[config.mk]
export PLATFORM = sky130hd
export DESIGN_NAME = shared_array_two_stack_core
export DESIGN_NICKNAME = d
export VERILOG_FILES = /design/src/hw/rtl/tsa_pkg.sv /design/src/hw/rtl/tsa_ram.sv /design/src/hw/rtl/tsa_ctrl.sv /design/src/hw/rtl/tsa_dp.sv /design/src/hw/rtl/shared_array_two_stack_core.sv
export SDC_FILE = /design/constraint.sdc
export NUM_CORES = 1
export LEC_CHECK = 0
export ABC_AREA = 1
export BUFFER_PORTS_ARGS = -buffer_cell sky130_fd_sc_hd__buf_4
export CORE_ASPECT_RATIO = 1.75
export CORE_MARGIN = 2
export CORE_UTILIZATION = 50
export DETAILED_ROUTE_END_ITERATION = 7
export MAX_ROUTING_LAYER = met4
export PLACE_DENSITY = 0.64
export SETUP_SLACK_MARGIN = 0.4
export SYNTH_ARGS = -nofsm -noshare
export SYNTH_HDL_FRONTEND = slang
export SYNTH_SLANG_ARGS = --single-unit
[constraint.sdc]
create_clock -name clk -period 3.9 [get_ports clk]
set_input_delay 0.195 -clock clk [delete_from_list [all_inputs] [get_ports clk]]
set_output_delay 0.195 -clock clk [all_outputs]
set_load 0.05 [all_outputs]
[src/hw/rtl/tsa_pkg.sv]
// Package for the shared-array two-stack core.
// Holds the store geometry, the controller state type and the command and status structs.
// No dependencies.
package tsa_pkg;

	localparam int DEPTH     = 64;
	localparam int ELEM_BITS = 8;
	localparam int ADDR_W    = $clog2(DEPTH);
	localparam int CNT_W     = $clog2(DEPTH + 1);
	localparam int DATA_W    = 8;

	localparam logic FUNC_PUSH = 1'b0;
	localparam logic FUNC_POP  = 1'b1;
	localparam logic SIDE_LEFT = 1'b0;
	localparam logic SIDE_RIGHT = 1'b1;

	typedef enum logic [1:0] {
		ST_IDLE,
		ST_EXEC,
		ST_READ,
		ST_OUT
	} state_t;

	// Controller to datapath.
	typedef struct packed {
		logic load_item;   // latch the accepted item
		logic exec;        // check, update counts, touch the store, set the result
		logic load_rd;     // take the store's read data as the popped element
	} cmd_t;

	// Datapath to controller.
	typedef struct packed {
		logic             pop_hit;   // the latched item is a pop that will succeed
		logic [CNT_W-1:0] left_cnt;
		logic [CNT_W-1:0] right_cnt;
	} status_t;

endpackage

[src/hw/rtl/tsa_ram.sv]
// Generic single-write, single-read RAM with a registered read port.
// Self-contained; used for the shared element store.
module tsa_ram #(
	parameter int WIDTH = 8,
	parameter int DEPTH = 64
) (
	input  logic                     clk,
	input  logic                     we,
	input  logic [$clog2(DEPTH)-1:0] waddr,
	input  logic [WIDTH-1:0]         wdata,
	input  logic                     re,
	input  logic [$clog2(DEPTH)-1:0] raddr,
	output logic [WIDTH-1:0]         rdata
);

	logic [WIDTH-1:0] mem [DEPTH];
	logic [WIDTH-1:0] rdata_q;

	always_ff @(posedge clk) begin
		if (we) begin
			mem[waddr] <= wdata;
		end
		if (re) begin
			rdata_q <= mem[raddr];
		end
	end

	assign rdata = rdata_q;

endmodule

[src/hw/rtl/tsa_ctrl.sv]
// Controller state machine of the shared-array two-stack core.
// Depends on tsa_pkg for the state type and the command and status structs.
module tsa_ctrl (
	input  logic             clk,
	input  logic             arst_n,
	input  logic             in_valid,
	output logic             in_ready,
	output logic             out_valid,
	input  logic             out_ready,
	input  tsa_pkg::status_t status,
	output tsa_pkg::cmd_t    cmd
);

	tsa_pkg::state_t state_q, state_d;

	always_ff @(posedge clk or negedge arst_n) begin
		if (!arst_n) begin
			state_q <= tsa_pkg::ST_IDLE;
		end else begin
			state_q <= state_d;
		end
	end

	always_comb begin
		state_d   = state_q;
		cmd       = '0;
		in_ready  = 1'b0;
		out_valid = 1'b0;
		case (state_q)
			tsa_pkg::ST_IDLE: begin
				in_ready = 1'b1;
				if (in_valid) begin
					cmd.load_item = 1'b1;
					state_d       = tsa_pkg::ST_EXEC;
				end
			end
			tsa_pkg::ST_EXEC: begin
				cmd.exec = 1'b1;
				state_d  = status.pop_hit ? tsa_pkg::ST_READ : tsa_pkg::ST_OUT;
			end
			tsa_pkg::ST_READ: begin
				cmd.load_rd = 1'b1;
				state_d     = tsa_pkg::ST_OUT;
			end
			tsa_pkg::ST_OUT: begin
				out_valid = 1'b1;
				if (out_ready) begin
					state_d = tsa_pkg::ST_IDLE;
				end
			end
			default: begin
				state_d = tsa_pkg::ST_IDLE;
			end
		endcase
	end

endmodule

[src/hw/rtl/tsa_dp.sv]
// Datapath of the shared-array two-stack core: item latch, stack counts, store and result.
// Depends on tsa_pkg and instantiates tsa_ram.
module tsa_dp (
	input  logic                         clk,
	input  logic                         arst_n,
	input  tsa_pkg::cmd_t                cmd,
	output tsa_pkg::status_t             status,
	input  logic                         func,
	input  logic                         side,
	input  logic [tsa_pkg::DATA_W-1:0]   data_in,
	output logic                         ok,
	output logic [tsa_pkg::DATA_W-1:0]   data_out
);

	logic                              func_q;
	logic                              side_q;
	logic [tsa_pkg::DATA_W-1:0]        data_q;
	logic [tsa_pkg::CNT_W-1:0]         left_cnt_q;
	logic [tsa_pkg::CNT_W-1:0]         right_cnt_q;
	logic                              ok_q;
	logic [tsa_pkg::DATA_W-1:0]        dout_q;

	logic [tsa_pkg::CNT_W:0]           used;
	logic                              full;
	logic                              empty;
	logic                              op_ok;
	logic [tsa_pkg::CNT_W-1:0]         left_m1;
	logic [tsa_pkg::CNT_W-1:0]         right_m1;
	logic [tsa_pkg::ADDR_W-1:0]        push_addr;
	logic [tsa_pkg::ADDR_W-1:0]        pop_addr;
	logic                              do_push;
	logic                              do_pop;
	logic [tsa_pkg::ELEM_BITS-1:0]     rd_data;

	always_ff @(posedge clk) begin
		if (cmd.load_item) begin
			func_q <= func;
			side_q <= side;
			data_q <= data_in;
		end
		if (cmd.exec) begin
			ok_q   <= op_ok;
			dout_q <= '0;
		end else if (cmd.load_rd) begin
			dout_q <= tsa_pkg::DATA_W'(rd_data);
		end
	end

	always_ff @(posedge clk or negedge arst_n) begin
		if (!arst_n) begin
			left_cnt_q  <= '0;
			right_cnt_q <= '0;
		end else begin
			if (do_push) begin
				if (side_q == tsa_pkg::SIDE_LEFT) begin
					left_cnt_q <= left_cnt_q + tsa_pkg::CNT_W'(1);
				end else begin
					right_cnt_q <= right_cnt_q + tsa_pkg::CNT_W'(1);
				end
			end else if (do_pop) begin
				if (side_q == tsa_pkg::SIDE_LEFT) begin
					left_cnt_q <= left_m1;
				end else begin
					right_cnt_q <= right_m1;
				end
			end
		end
	end

	always_comb begin
		used     = {1'b0, left_cnt_q} + {1'b0, right_cnt_q};
		full     = (used >= (tsa_pkg::CNT_W + 1)'(tsa_pkg::DEPTH));
		empty    = (side_q == tsa_pkg::SIDE_LEFT) ? (left_cnt_q == '0) : (right_cnt_q == '0);
		op_ok    = (func_q == tsa_pkg::FUNC_POP) ? !empty : !full;
		left_m1  = left_cnt_q - tsa_pkg::CNT_W'(1);
		right_m1 = right_cnt_q - tsa_pkg::CNT_W'(1);
		// Left grows up from entry 0, right grows down from the last entry.
		if (side_q == tsa_pkg::SIDE_LEFT) begin
			push_addr = left_cnt_q[tsa_pkg::ADDR_W-1:0];
			pop_addr  = left_m1[tsa_pkg::ADDR_W-1:0];
		end else begin
			push_addr = tsa_pkg::ADDR_W'(tsa_pkg::DEPTH - 1) - right_cnt_q[tsa_pkg::ADDR_W-1:0];
			pop_addr  = tsa_pkg::ADDR_W'(tsa_pkg::DEPTH - 1) - right_m1[tsa_pkg::ADDR_W-1:0];
		end
		do_push = cmd.exec && op_ok && (func_q == tsa_pkg::FUNC_PUSH);
		do_pop  = cmd.exec && op_ok && (func_q == tsa_pkg::FUNC_POP);
	end

	tsa_ram #(
		.WIDTH(tsa_pkg::ELEM_BITS),
		.DEPTH(tsa_pkg::DEPTH)
	) u_store (
		.clk  (clk),
		.we   (do_push),
		.waddr(push_addr),
		.wdata(tsa_pkg::ELEM_BITS'(data_q)),
		.re   (do_pop),
		.raddr(pop_addr),
		.rdata(rd_data)
	);

	assign status.pop_hit   = op_ok && (func_q == tsa_pkg::FUNC_POP);
	assign status.left_cnt  = left_cnt_q;
	assign status.right_cnt = right_cnt_q;
	assign ok               = ok_q;
	assign data_out         = dout_q;

endmodule

[src/hw/rtl/shared_array_two_stack_core.sv]
// Two stacks that share one store of 64 eight-bit entries. The left stack grows up from
// entry 0 and the right stack grows down from entry 63, so either may use all the room the
// other leaves free. Each input item asks for a push or a pop on one side and yields exactly
// one result item. A push fails (ok low) while the two stacks together fill the store; a pop
// fails while the chosen stack is empty. A successful pop returns the top element of that
// stack; every other result carries zero data. The core handles one item at a time: s_tready
// is high only while it is idle. A push or a failed operation steps the core through latch,
// execute and present: the item is latched as it is accepted, executed, and its result offered
// until m_tready takes it. A successful pop adds a read step between execute and present,
// because the store is a RAM with a registered read port, so the popped element is registered
// in the store before it is loaded as the result. Once the result is taken the core returns to
// idle and only then takes the next item. The counts reset to zero; the store itself is not
// cleared, and no entry is ever read before it is written.
module shared_array_two_stack_core (
	input  logic                        clk,
	input  logic                        arst_n,
	// Input item.
	input  logic                        s_tvalid,
	output logic                        s_tready,
	input  logic [tsa_pkg::DATA_W-1:0]  s_tdata,   // [7:0] data_in
	// [0] func (0 push, 1 pop), [1] side (0 left, 1 right)
	input  logic [1:0]                  s_tuser,
	// Result item.
	output logic                        m_tvalid,
	input  logic                        m_tready,
	output logic [tsa_pkg::DATA_W-1:0]  m_tdata,   // [7:0] data_out
	output logic [0:0]                  m_tuser    // [0] ok
);

	tsa_pkg::cmd_t    cmd;
	tsa_pkg::status_t status;
	logic             res_ok;

	// The controller sequences each item; the datapath owns the counts, the store and the result.
	tsa_ctrl u_ctrl (
		.clk      (clk),
		.arst_n   (arst_n),
		.in_valid (s_tvalid),
		.in_ready (s_tready),
		.out_valid(m_tvalid),
		.out_ready(m_tready),
		.status   (status),
		.cmd      (cmd)
	);

	tsa_dp u_dp (
		.clk     (clk),
		.arst_n  (arst_n),
		.cmd     (cmd),
		.status  (status),
		.func    (s_tuser[0]),
		.side    (s_tuser[1]),
		.data_in (s_tdata),
		.ok      (res_ok),
		.data_out(m_tdata)
	);

	assign m_tuser[0] = res_ok;

	// The core never takes a new item while a result is still on offer.
	a_one_in_flight: assert property (@(posedge clk) disable iff (!arst_n)
		!(s_tready && m_tvalid))
		else $error("input accepted while a result is pending");

	// An accepted item closes the input until its result has been delivered.
	a_closed_after_accept: assert property (@(posedge clk) disable iff (!arst_n)
		(s_tvalid && s_tready) |=> !s_tready)
		else $error("input still open right after an accept");

	// The two stacks together never claim more entries than the store has.
	a_no_overfill: assert property (@(posedge clk) disable iff (!arst_n)
		({1'b0, status.left_cnt} + {1'b0, status.right_cnt}) <=
		(tsa_pkg::CNT_W + 1)'(tsa_pkg::DEPTH))
		else $error("stack counts exceed the store depth");

	// A failed operation reports zero data.
	a_fail_zero: assert property (@(posedge clk) disable iff (!arst_n)
		(m_tvalid && !m_tuser[0]) |-> (m_tdata == '0))
		else $error("failed operation with nonzero data");

endmodule
; Yosys cells after proc, flatten, opt, wreduce, memory -nomap -nowiden
; Memory sizes are Yosys's and may differ from the RTL's. A register that Yosys moved wholly into a read port is not among the register bits.
; Cells that the tools add are included.
; Widths: inputs -> output; s select.
[word_totals]
output_inout_bits = 11
mem_bits_rw = 512
word_cells = 61
mem_count = 1
register_bits = 35
in_bits = 14
[mem_list]
columns = memory, words, word_bits, read_ports, rd_ports_with_merged_regs, wr, line_no
row1 = u_dp.u_store.mem, 64, 8, 1, 1, 1, tsa_ram.sv:16  ; logic [WIDTH-1:0] mem [DEPTH];
[classes]
n_mux = 24
bitwise = 2
n_eq_ne = 5
reduce_logical = 13
add_sub_neg = 7
magnitude_cmp = 1
[op_table]
columns = cell, count
row1 = $mux 7, 8
row2 = $add 7x1->7 const B, 2
row3 = $logic_not 7->1, 2
row4 = $sub 7x1->7 const B, 2
row5 = $mux 6, 2
row6 = $sub 6x6->6 const A, 2
row7 = $mux 1, 11
row8 = $add 7x7->8, 1
row9 = $ge 8x7->1 const B, 1
row10 = $pmux 2 s4, 1
row11 = $reduce_and 2->1, 3
row12 = $eq 2x2->1 const B, 2
row13 = $logic_and 1x1->1, 4
row14 = $mux 2, 2
row15 = $ne 2x2->1 const B, 2
row16 = $eq 2x1->1 const B, 1
row17 = $logic_not 1->1, 2
row18 = $logic_not 2->1, 1
row19 = $not 1->1, 2
row20 = $reduce_bool 2->1, 1

; Logic depth before layout (Yosys ltp)
; Gate-level depths: netlist of the first run.
[logic_depth]
word_depth = 8
mapped_depth = 14
depth_no_buf = 14

; Hierarchy
; Synthesis of the first run repeated with hierarchy kept, for this count alone.
[hier_totals]
cells_unflattened = 2100
hier_area_um2 = 23729.0
[by_module_without_submodules]
columns = module, instances, cells_each, area_per_inst_um2
row1 = tsa_ram, 1, 1805, 21419.3
row2 = tsa_dp, 1, 268, 2117.0
row3 = tsa_ctrl, 1, 27, 192.7

; Worst setup path after synthesis of the first run
; Ideal clock, no wire load.
[synth_timing]
path_type = register to register
startpoint = reg u_dp.left_cnt_q[0] (netlist name)
endpoint = mem u_dp.u_store.mem[10][0], enable pin
setup_ps = 370
path_buffers = 0
arrival_ps = 2373
slack_ps = 1157
required_ps = 3530
stages_incl_launch_ff = 14
path_cell_list = dfrtp_1 > ha_1 > fa_1 > nand2_1 > nand2_1 > nand2_1 > nand2_1 > nand2_1 > nand2_1 > nor2_1 > nand4_4 > nor2_4 > nand2_2 > nor2_1
[synth_between]
elab_chain_len = 8
elab_cells_between_ends = 12
[synth_rtl]
columns = item, line_no
row1 = start: declaration, tsa_dp.sv:18  ; logic [tsa_pkg::CNT_W-1:0] left_cnt_q;
row2 = start signal: assignment, tsa_dp.sv:56  ; left_cnt_q <= left_cnt_q + tsa_pkg::CNT_W'(1);
row3 = start signal: assignment, tsa_dp.sv:62  ; left_cnt_q <= left_m1;
row4 = $add 7x7->8 / $logic_not 7->1 (equally long branches), "tsa_dp.sv:71, tsa_dp.sv:73"
row5 = $ge 8x7->1 / $mux 1 (equally long branches), "tsa_dp.sv:72, tsa_dp.sv:73"
row6 = $logic_not 1->1, tsa_dp.sv:74  ; op_ok = (func_q == tsa_pkg::FUNC_POP) ? !empty : !full;
row7 = $mux 1, tsa_dp.sv:74
row8 = $logic_and 1x1->1 (2 in series), tsa_dp.sv:85  ; do_push = cmd.exec && op_ok && (func_q == tsa_pkg::FUNC_PUSH);
row9 = $mux 1, tsa_ram.sv:20  ; if (we) begin
row10 = $mux 1 (not written as such), tsa_ram.sv:21  ; mem[waddr] <= wdata;
row11 = end: declaration, tsa_ram.sv:16
; Several ways; a longest one is shown, not always the timed one.

; Worst setup path in the final report of the first run
[layout_timing]
startpoint = reg u_dp.left_cnt_q[0] (netlist name)
endpoint = mem u_dp.u_store.mem[3][3], enable pin
; The elaborated chain is that of the path after synthesis.

==> results of run 1 <==
## worst reg2reg max path, stage by stage (launching register included)
cell,delay [ns]
dfrtp_1,0.49
ha_1,0.26
fa_1,0.37
nand2_1,0.09
nand2_1,0.05
nand2_1,0.08
nand2_1,0.05
nand2_1,0.08
nand2_1,0.05
nor2_1,0.18
nand4_4,0.17
nor2_4,0.20
nand2_2,0.25
nor2_1,0.61
## cell type report
| type | instances | area (um^2) |
|---|---|---|
| fillers | 3947 | 20500 |
| flip-flops and latches | 555 | 16500 |
| multi-input cells | 1238 | 6050 |
| clock buffers | 56 | 1260 |
| repair buffers | 109 | 988 |
| well taps | 588 | 736 |
| inverters | 189 | 717 |
| clock inverters | 33 | 293 |
## how the worst max path moves through the flow
stage                                         to  cells past startpoint
3_5_place_dp    u_dp.u_store.mem[3][6]$_DFFE_PP_                     13
6_report        u_dp.u_store.mem[3][3]$_DFFE_PP_                     13
5_1_grt        u_dp.u_store.mem[26][5]$_DFFE_PP_                     13
3_3_place_gp   u_dp.u_store.mem[12][1]$_DFFE_PP_                     14
4_1_cts         u_dp.u_store.mem[3][2]$_DFFE_PP_                     13
2_1_floorplan  u_dp.u_store.mem[10][0]$_DFFE_PP_                     13
## kinds of logic after synthesis
kind of cell	count (synthesis)
simple gates	954
flops	555
buf+inv	303
compound gates	249
xor+xnor	19
fa+ha+maj	16
## what timing repair did
action                     CTS  global route
hold endpoints to repair    27             0
setup endpoints to repair    0             8
hold buffers                13             0
gates resized for setup      0             1
## layout by cell type (no fill, tap or decap), drive strengths merged
| master | n |
|---|---|
| nand4 | 2 |
| buf | 96 |
| o22ai | 1 |
| o31ai | 2 |
| nand3 | 277 |
| bufinv | 4 |
| o211ai | 120 |
| a21oi | 15 |
| clkinvlp | 2 |
| dfrtp | 16 |
| xnor2 | 3 |
| inv | 192 |
| a211oi | 1 |
| ha | 15 |
| o21ai | 108 |
| clkinv | 24 |
| edfxtp | 531 |
| clkbuf | 56 |
| nor3 | 5 |
| a22oi | 1 |
| nand2 | 404 |
| nor2 | 266 |
| dlygate4sd3 | 13 |
| a21boi | 1 |
| dfxtp | 8 |
| xor2 | 16 |
| fa | 1 |
## power groups by stage
stage / combinational (mW) / sequential (mW) / clock (mW)
3_3_place_gp: 8.11 / 7.25 / 0
2_1_floorplan: 5.43 / 7.37 / 0
6_report: 8.26 / 7.14 / 4.72
5_1_grt: 9.01 / 7.16 / 5.01
3_5_place_dp: 8.16 / 7.26 / 0
4_1_cts: 8.22 / 7.13 / 4.81
## through the flow
stage / cells / total power, mW
2_1_floorplan: 2096 / 12.8
3_3_place_gp: 2666 / 15.4
3_5_place_dp: 2666 / 15.4
4_1_cts: 2768 / 20.2
5_1_grt: 2768 / 21.2
6_report: 2768 / 20.1
## per-layer routing
layer,vias up,share of wire,track usage
met5,-,0,-
met4,0,0.061,0.142
met3,164,0.053,0.0272
met2,535,0.51,0.436
met1,7582,0.37,0.296
li1,7359,-,-
## sequential cells by signal (all words and copies together) (netlist names)
| signal | flops |
|---|---|
| u_ctrl.state_q | 2 |
| u_dp.data_out | 8 |
| u_dp.data_q | 8 |
| u_dp.func_q | 1 |
| u_dp.left_cnt_q | 7 |
| u_dp.ok | 1 |
| u_dp.right_cnt_q | 7 |
| u_dp.side_q | 1 |
| u_dp.u_store.mem | 512 |
| u_dp.u_store.rdata | 8 |
==> flow_metrics.env, run 1 <==
export IMPL_outcome="completed"
export IMPL_synth_edff_count=531
export IMPL_synth_flop_cell="edfxtp_1"
export IMPL_hold_violations=0
export IMPL_die_y_um=293
export IMPL_grt_max_degree=82
export IMPL_ff2ff_setup_slack_ns=0.61
export IMPL_post_cts_buffers=0
export IMPL_p_clk_frac=0.235
export IMPL_r2r_cells=13
export IMPL_setup_viol=0
export IMPL_synth_adder_area_share=0.00871
export IMPL_routed_wl_um=61000
export IMPL_rows=105
export IMPL_gp_congestion=0.948
export IMPL_end_kind="register"
export IMPL_grt_pass1_vias=15400
export IMPL_fin_crit_ns=3.29
export IMPL_rsz0062_at_grt="no"
export IMPL_synthSimpleGateAreaFrac=0.169
export IMPL_synth_common_cells="edfxtp_1, nand2_1, nand3_1"
export IMPL_synth_top_family_by_area="simple AND/OR/NAND/NOR gates"
export IMPL_p_per_area_mw_per_mm2=758
export IMPL_grt_pass1_wl_um=91700
export IMPL_fin_hold_ws_ns=0.0425
export IMPL_cp_arrival_ns=3.50
export IMPL_fin_crit_sh=0.844
export IMPL_grt_usage=0.256
export IMPL_post_synth_top_count_cell="edfxtp_1"
export IMPL_wl_per_cell_um=22.0
export IMPL_yosysWarnings=0
export IMPL_crit_required_ns=4.10
export IMPL_finalClockSkew_ns=0.0239
export IMPL_synth_mux_area_frac=0
export IMPL_final_max_slew_violation_count=0
export IMPL_fin_util=0.564
export IMPL_synth_xor_area_share=0.00761
export IMPL_power_leakage_nw=9.74
export IMPL_first_pass_iters=5
export IMPL_ir_drop_mv=0.416
export IMPL_ctsHtreeMaxLevel=2
export IMPL_synth_nets=2126
export IMPL_antenna_found_initial=0
export IMPL_clockBufferDepth=3
export IMPL_hp_class="primary input to asynchronous set/reset pin"
export IMPL_drv_cap=0
export IMPL_ys_top_cells_by_area="edfxtp_1, nand2_1, nand3_1"
export IMPL_ys_async_sr_fraction=0.0288
export IMPL_clock_sinks=555
export IMPL_design_core_area_mm2=0.0470
export IMPL_fin_tns_setup_ns=0
export IMPL_port_buffers=24
export IMPL_via_count=15600
export IMPL_start_util=0.507
export IMPL_critPathMaxStageDelay_ns=0.60
export IMPL_final_setup_worst_slack_ns=0.608
export IMPL_p_seq_frac=0.355
export IMPL_synth_distinct_cells=39
export IMPL_synth_top_area_frac=0.669
export IMPL_power_switching_share=0.406
export IMPL_cts_root_buffer="clkbuf_16"
export IMPL_dp_slack_ns=0.597
export IMPL_netlist_instances=2096
export IMPL_stdcell_area_mm2=0.0265
export IMPL_overflow=0
export IMPL_cts_tree="done"
export IMPL_syn_area_per_cell_um2=11.4
export IMPL_syn_area_mm2=0.0238
export IMPL_dp_final_hpwl_um=37900
export IMPL_die_x_um=169
export IMPL_dieArea_mm2=0.0495
export IMPL_p_sw_mw=8.16
export IMPL_crit_path_frequent_cell="nand2_1"
export IMPL_crit_path_top_delay_cell="nor2_1"
export IMPL_viasPerCell=5.65
export IMPL_layout_drive_gt1_share=0.0940
export IMPL_yosys_area_top_type="edfxtp_1"
export IMPL_reg2reg_to="u_dp.u_store.mem[3][3]$_DFFE_PP_"
export IMPL_worst_pin_slew_ns=1.09
export IMPL_fmaxAchievable_ghz=0.304
export IMPL_path_class="register to register"
export IMPL_area_delta_synth_final_pct=11.4
export IMPL_cp_max_fo=8
export IMPL_drc=0
export IMPL_diodes=0
export IMPL_dpl_cell_area_mm2=0.0249
export IMPL_fin_nets=2171
export IMPL_clock_latency_ns=0.58
export IMPL_crit_chain="ha_1 -> fa_1 -> nand2_1 -> nand2_1 -> nand2_1 -> nand2_1 -> nand2_1 -> nand2_1 -> nor2_1 -> nand4_4 -> nor2_4 -> nand2_2 -> nor2_1"
export IMPL_cp_num_buf_inv=0
export IMPL_io_pins=25
export IMPL_cp_start_kind="register"
export IMPL_cts_inserted_buffers=48
export IMPL_intPower_mw=12.0
export IMPL_path_clk_slew_ns=0.07
export IMPL_synth_compound_area_frac=0.0677
export IMPL_cp_top_family="simple AND/OR/NAND/NOR gates"
export IMPL_ant_nets=0
export IMPL_synth_seq_area_share=0.693
export IMPL_reg2reg_from="u_dp.left_cnt_q[0]$_DFFE_PN0P_"
export IMPL_comb_power_share=0.410
export IMPL_cp_startpoint="u_dp.left_cnt_q[0]$_DFFE_PN0P_"
export IMPL_ys_ff_latch=555
export IMPL_relSlewSlack=0.272
export IMPL_drtIter0Drc=1478
Power figures use the tool's default switching activity.
==> inputs of run 2 (changes only) <==
clock period = 3.3 ns   (was 3.9 ns; I/O delays follow)
==> flow_metrics.env, run 2 (synthesis results as in run 1) <==
export IMPL_design_core_area_mm2=0.0470
export IMPL_final_max_slew_violation_count=0
export IMPL_grt_pass1_vias=16000
export IMPL_fmaxAchievable_ghz=0.341
export IMPL_cp_arrival_ns=3.24
export IMPL_seq_area_mm2=0.0165
export IMPL_dieArea_mm2=0.0495
export IMPL_antenna_found_initial=0
export IMPL_ir_drop_mv=0.499
export IMPL_power_leakage_nw=10.1
export IMPL_stdcell_area_mm2=0.0274
export IMPL_grt_pass1_wl_um=94100
export IMPL_dp_final_hpwl_um=40400
export IMPL_cp_start_kind="register"
export IMPL_die_y_um=293
export IMPL_cp_max_fo=15
export IMPL_final_cell_mix="edfxtp_1, nand2_1, nand3_1"
export IMPL_wl_met1_um=22500
export IMPL_cts_inserted_buffers=48
export IMPL_end_kind="register"
export IMPL_path_class="register to register"
export IMPL_overflow=0
export IMPL_path_clk_slew_ns=0.07
export IMPL_critPathMaxStageDelay_ns=0.39
export IMPL_routed_wl_um=63200
export IMPL_rsz0062_at_grt="yes"
export IMPL_start_util=0.507
export IMPL_wl_met3_um=3630
export IMPL_dpl_cell_area_mm2=0.0252
export IMPL_via_count=16000
export IMPL_p_per_area_mw_per_mm2=915
export IMPL_fin_crit_ns=2.93
export IMPL_diodes=0
export IMPL_largest_register="u_dp.u_store.mem"
export IMPL_final_common_cell="edfxtp_1"
export IMPL_hold_violations=0
export IMPL_reg2reg_to="u_dp.u_store.mem[20][1]$_DFFE_PP_"
export IMPL_fin_tns_setup_ns=0
export IMPL_cts_tree="done"
export IMPL_hold_start="m_tready"
export IMPL_relSlewSlack=0.330
export IMPL_rows=105
export IMPL_hold_end="u_ctrl.state_q[0]$_DFFE_PN0P_"
export IMPL_r2r_cells=16
export IMPL_port_buffers=24
export IMPL_drc=0
export IMPL_wl_per_cell_um=22.4
export IMPL_fillers=3788
export IMPL_io_pins=25
export IMPL_cp_num_buf_inv=3
export IMPL_outcome="completed"
export IMPL_crit_path_frequent_cell="nand2_1"
export IMPL_reg2reg_from="u_dp.left_cnt_q[0]$_DFFE_PN0P_"
export IMPL_multiInputGateArea_mm2=0.00627
export IMPL_area_delta_synth_final_pct=14.9
export IMPL_clock_sinks=555
export IMPL_finalClockSkew_ns=0.0198
export IMPL_ant_nets=0
export IMPL_clockBufferDepth=3
export IMPL_grt_max_degree=83
export IMPL_viasPerCell=5.66
export IMPL_p_total_mw=25.1
export IMPL_fin_cells=2823
export IMPL_drv_cap=0
export IMPL_whs_path_depth=3
export IMPL_hp_class="primary input to register"
export IMPL_grt_usage=0.264
export IMPL_cp_top_family="simple AND/OR/NAND/NOR gates"
export IMPL_gp_congestion=0.946
export IMPL_dr_max_layer_used="met4"
export IMPL_die_x_um=169
export IMPL_drtIter0Drc=1517
export IMPL_layout_drive_gt1_share=0.132
export IMPL_setup_viol=0
export IMPL_largest_reg_flops=512
export IMPL_ctsHtreeMaxLevel=2
export IMPL_fin_crit_sh=0.889
export IMPL_crit_path_top_delay_cell="dfrtp_1"
export IMPL_met2_length_um=32900
export IMPL_cts_root_buffer="clkbuf_16"
export IMPL_worst_pin_slew_ns=1.00
export IMPL_crit_chain="ha_1 -> fa_1 -> nand2_1 -> nand2_1 -> nand2_1 -> nand2_1 -> nand2_1 -> nand2_1 -> nor2_2 -> nand4_4 -> buf_4 -> nor2_4 -> buf_4 -> nand2_8 -> nor2_1 -> buf_4"
export IMPL_ff2ff_setup_slack_ns=0.37
export IMPL_clock_latency_ns=0.58
export IMPL_dp_cells=2704
export IMPL_fin_nets=2225
export IMPL_crit_required_ns=3.60
export IMPL_first_pass_iters=7
[run 2: changes by cell type in the layout (fill, tap and decap cells not counted), sizes merged, moves of 3 or more]
cell | before | now
buf | 96 | 147
clkbuf | 56 | 60
bufinv | 4 | 7
clkinv | 24 | 21
[run 2: tightest hold or removal path, delay by kind of cell]
family / cells / cell delay [ns]
buffers and inverters: 1 / 0.08
AOI/OAI and AO/OA: 2 / 0.30
[run 2: final cells by class]
type | instances | area share
clock buffers | 60 | 0.0467
inverters | 189 | 0.0265
clock inverters | 30 | 0.0129
multi-input cells | 1239 | 0.229
flip-flops and latches | 555 | 0.603
repair inverters | 1 | 0.000320
repair buffers | 161 | 0.0548
well taps | 588 | 0.0269
[run 2: timing repair]
item / in CTS / in global routing
endpoints found under the setup margin: 512 / 455
pin swaps: 0 / 3
hold buffers: 14 / 0
gates resized for setup: 36 / 32
endpoints found under the hold margin: 27 / 0
setup buffers: 3 / 10
gates cloned: 0 / 2
[run 2: report_power, final]
group	leakage (nW)	internal [mW]	total, mW	switching (mW)
Sequential	5.04	8.17	8.34	0.165
Combinational	4.25	3.49	10.8	7.36
Clock	0.806	3.33	5.87	2.54
Total	10.1	15.0	25.1	10.1
[run 2: stage by stage]
| stage | util | worst slack [ns] | hold slack, ns |
|---|---|---|---|
| after CTS | 0.576 | 0.282 | 0.00293 |
| final | 0.582 | 0.366 | 0.0149 |
| after global routing | 0.582 | 0.262 | 0.0413 |
| after global placement | 0.536 | 0.0767 | 0.0445 |
| after floorplan | - | 0.557 | -0.131 |
| after detailed placement | 0.536 | 0.127 | 0.0488 |
[run 2: worst max path at each step]
| stage | start | to | slack [ns] | depth (start not counted) |
|---|---|---|---|---|
| 2_1_floorplan | u_dp.left_cnt_q[0]$_DFFE_PN0P_ | u_dp.u_store.mem[10][0]$_DFFE_PP_ | 0.56 | 13 |
| 3_5_place_dp | u_dp.right_cnt_q[0]$_DFFE_PN0P_ | u_dp.u_store.mem[31][2]$_DFFE_PP_ | 0.13 | 14 |
| 6_report | u_dp.left_cnt_q[0]$_DFFE_PN0P_ | u_dp.u_store.mem[20][1]$_DFFE_PP_ | 0.37 | 16 |
| 5_1_grt | u_dp.right_cnt_q[0]$_DFFE_PN0P_ | u_dp.u_store.mem[24][5]$_DFFE_PP_ | 0.26 | 16 |
| 4_1_cts | u_dp.right_cnt_q[0]$_DFFE_PN0P_ | u_dp.u_store.mem[59][7]$_DFFE_PP_ | 0.28 | 13 |
| 3_3_place_gp | u_dp.right_cnt_q[0]$_DFFE_PN0P_ | u_dp.u_store.mem[31][7]$_DFFE_PP_ | 0.08 | 14 |
[run 2: routing by layer]
metal  GRT usage  up-vias
met5           -        -
met1       0.289     7656
li1            -     7482
met4       0.162        0
met2       0.460      640
met3      0.0289      202
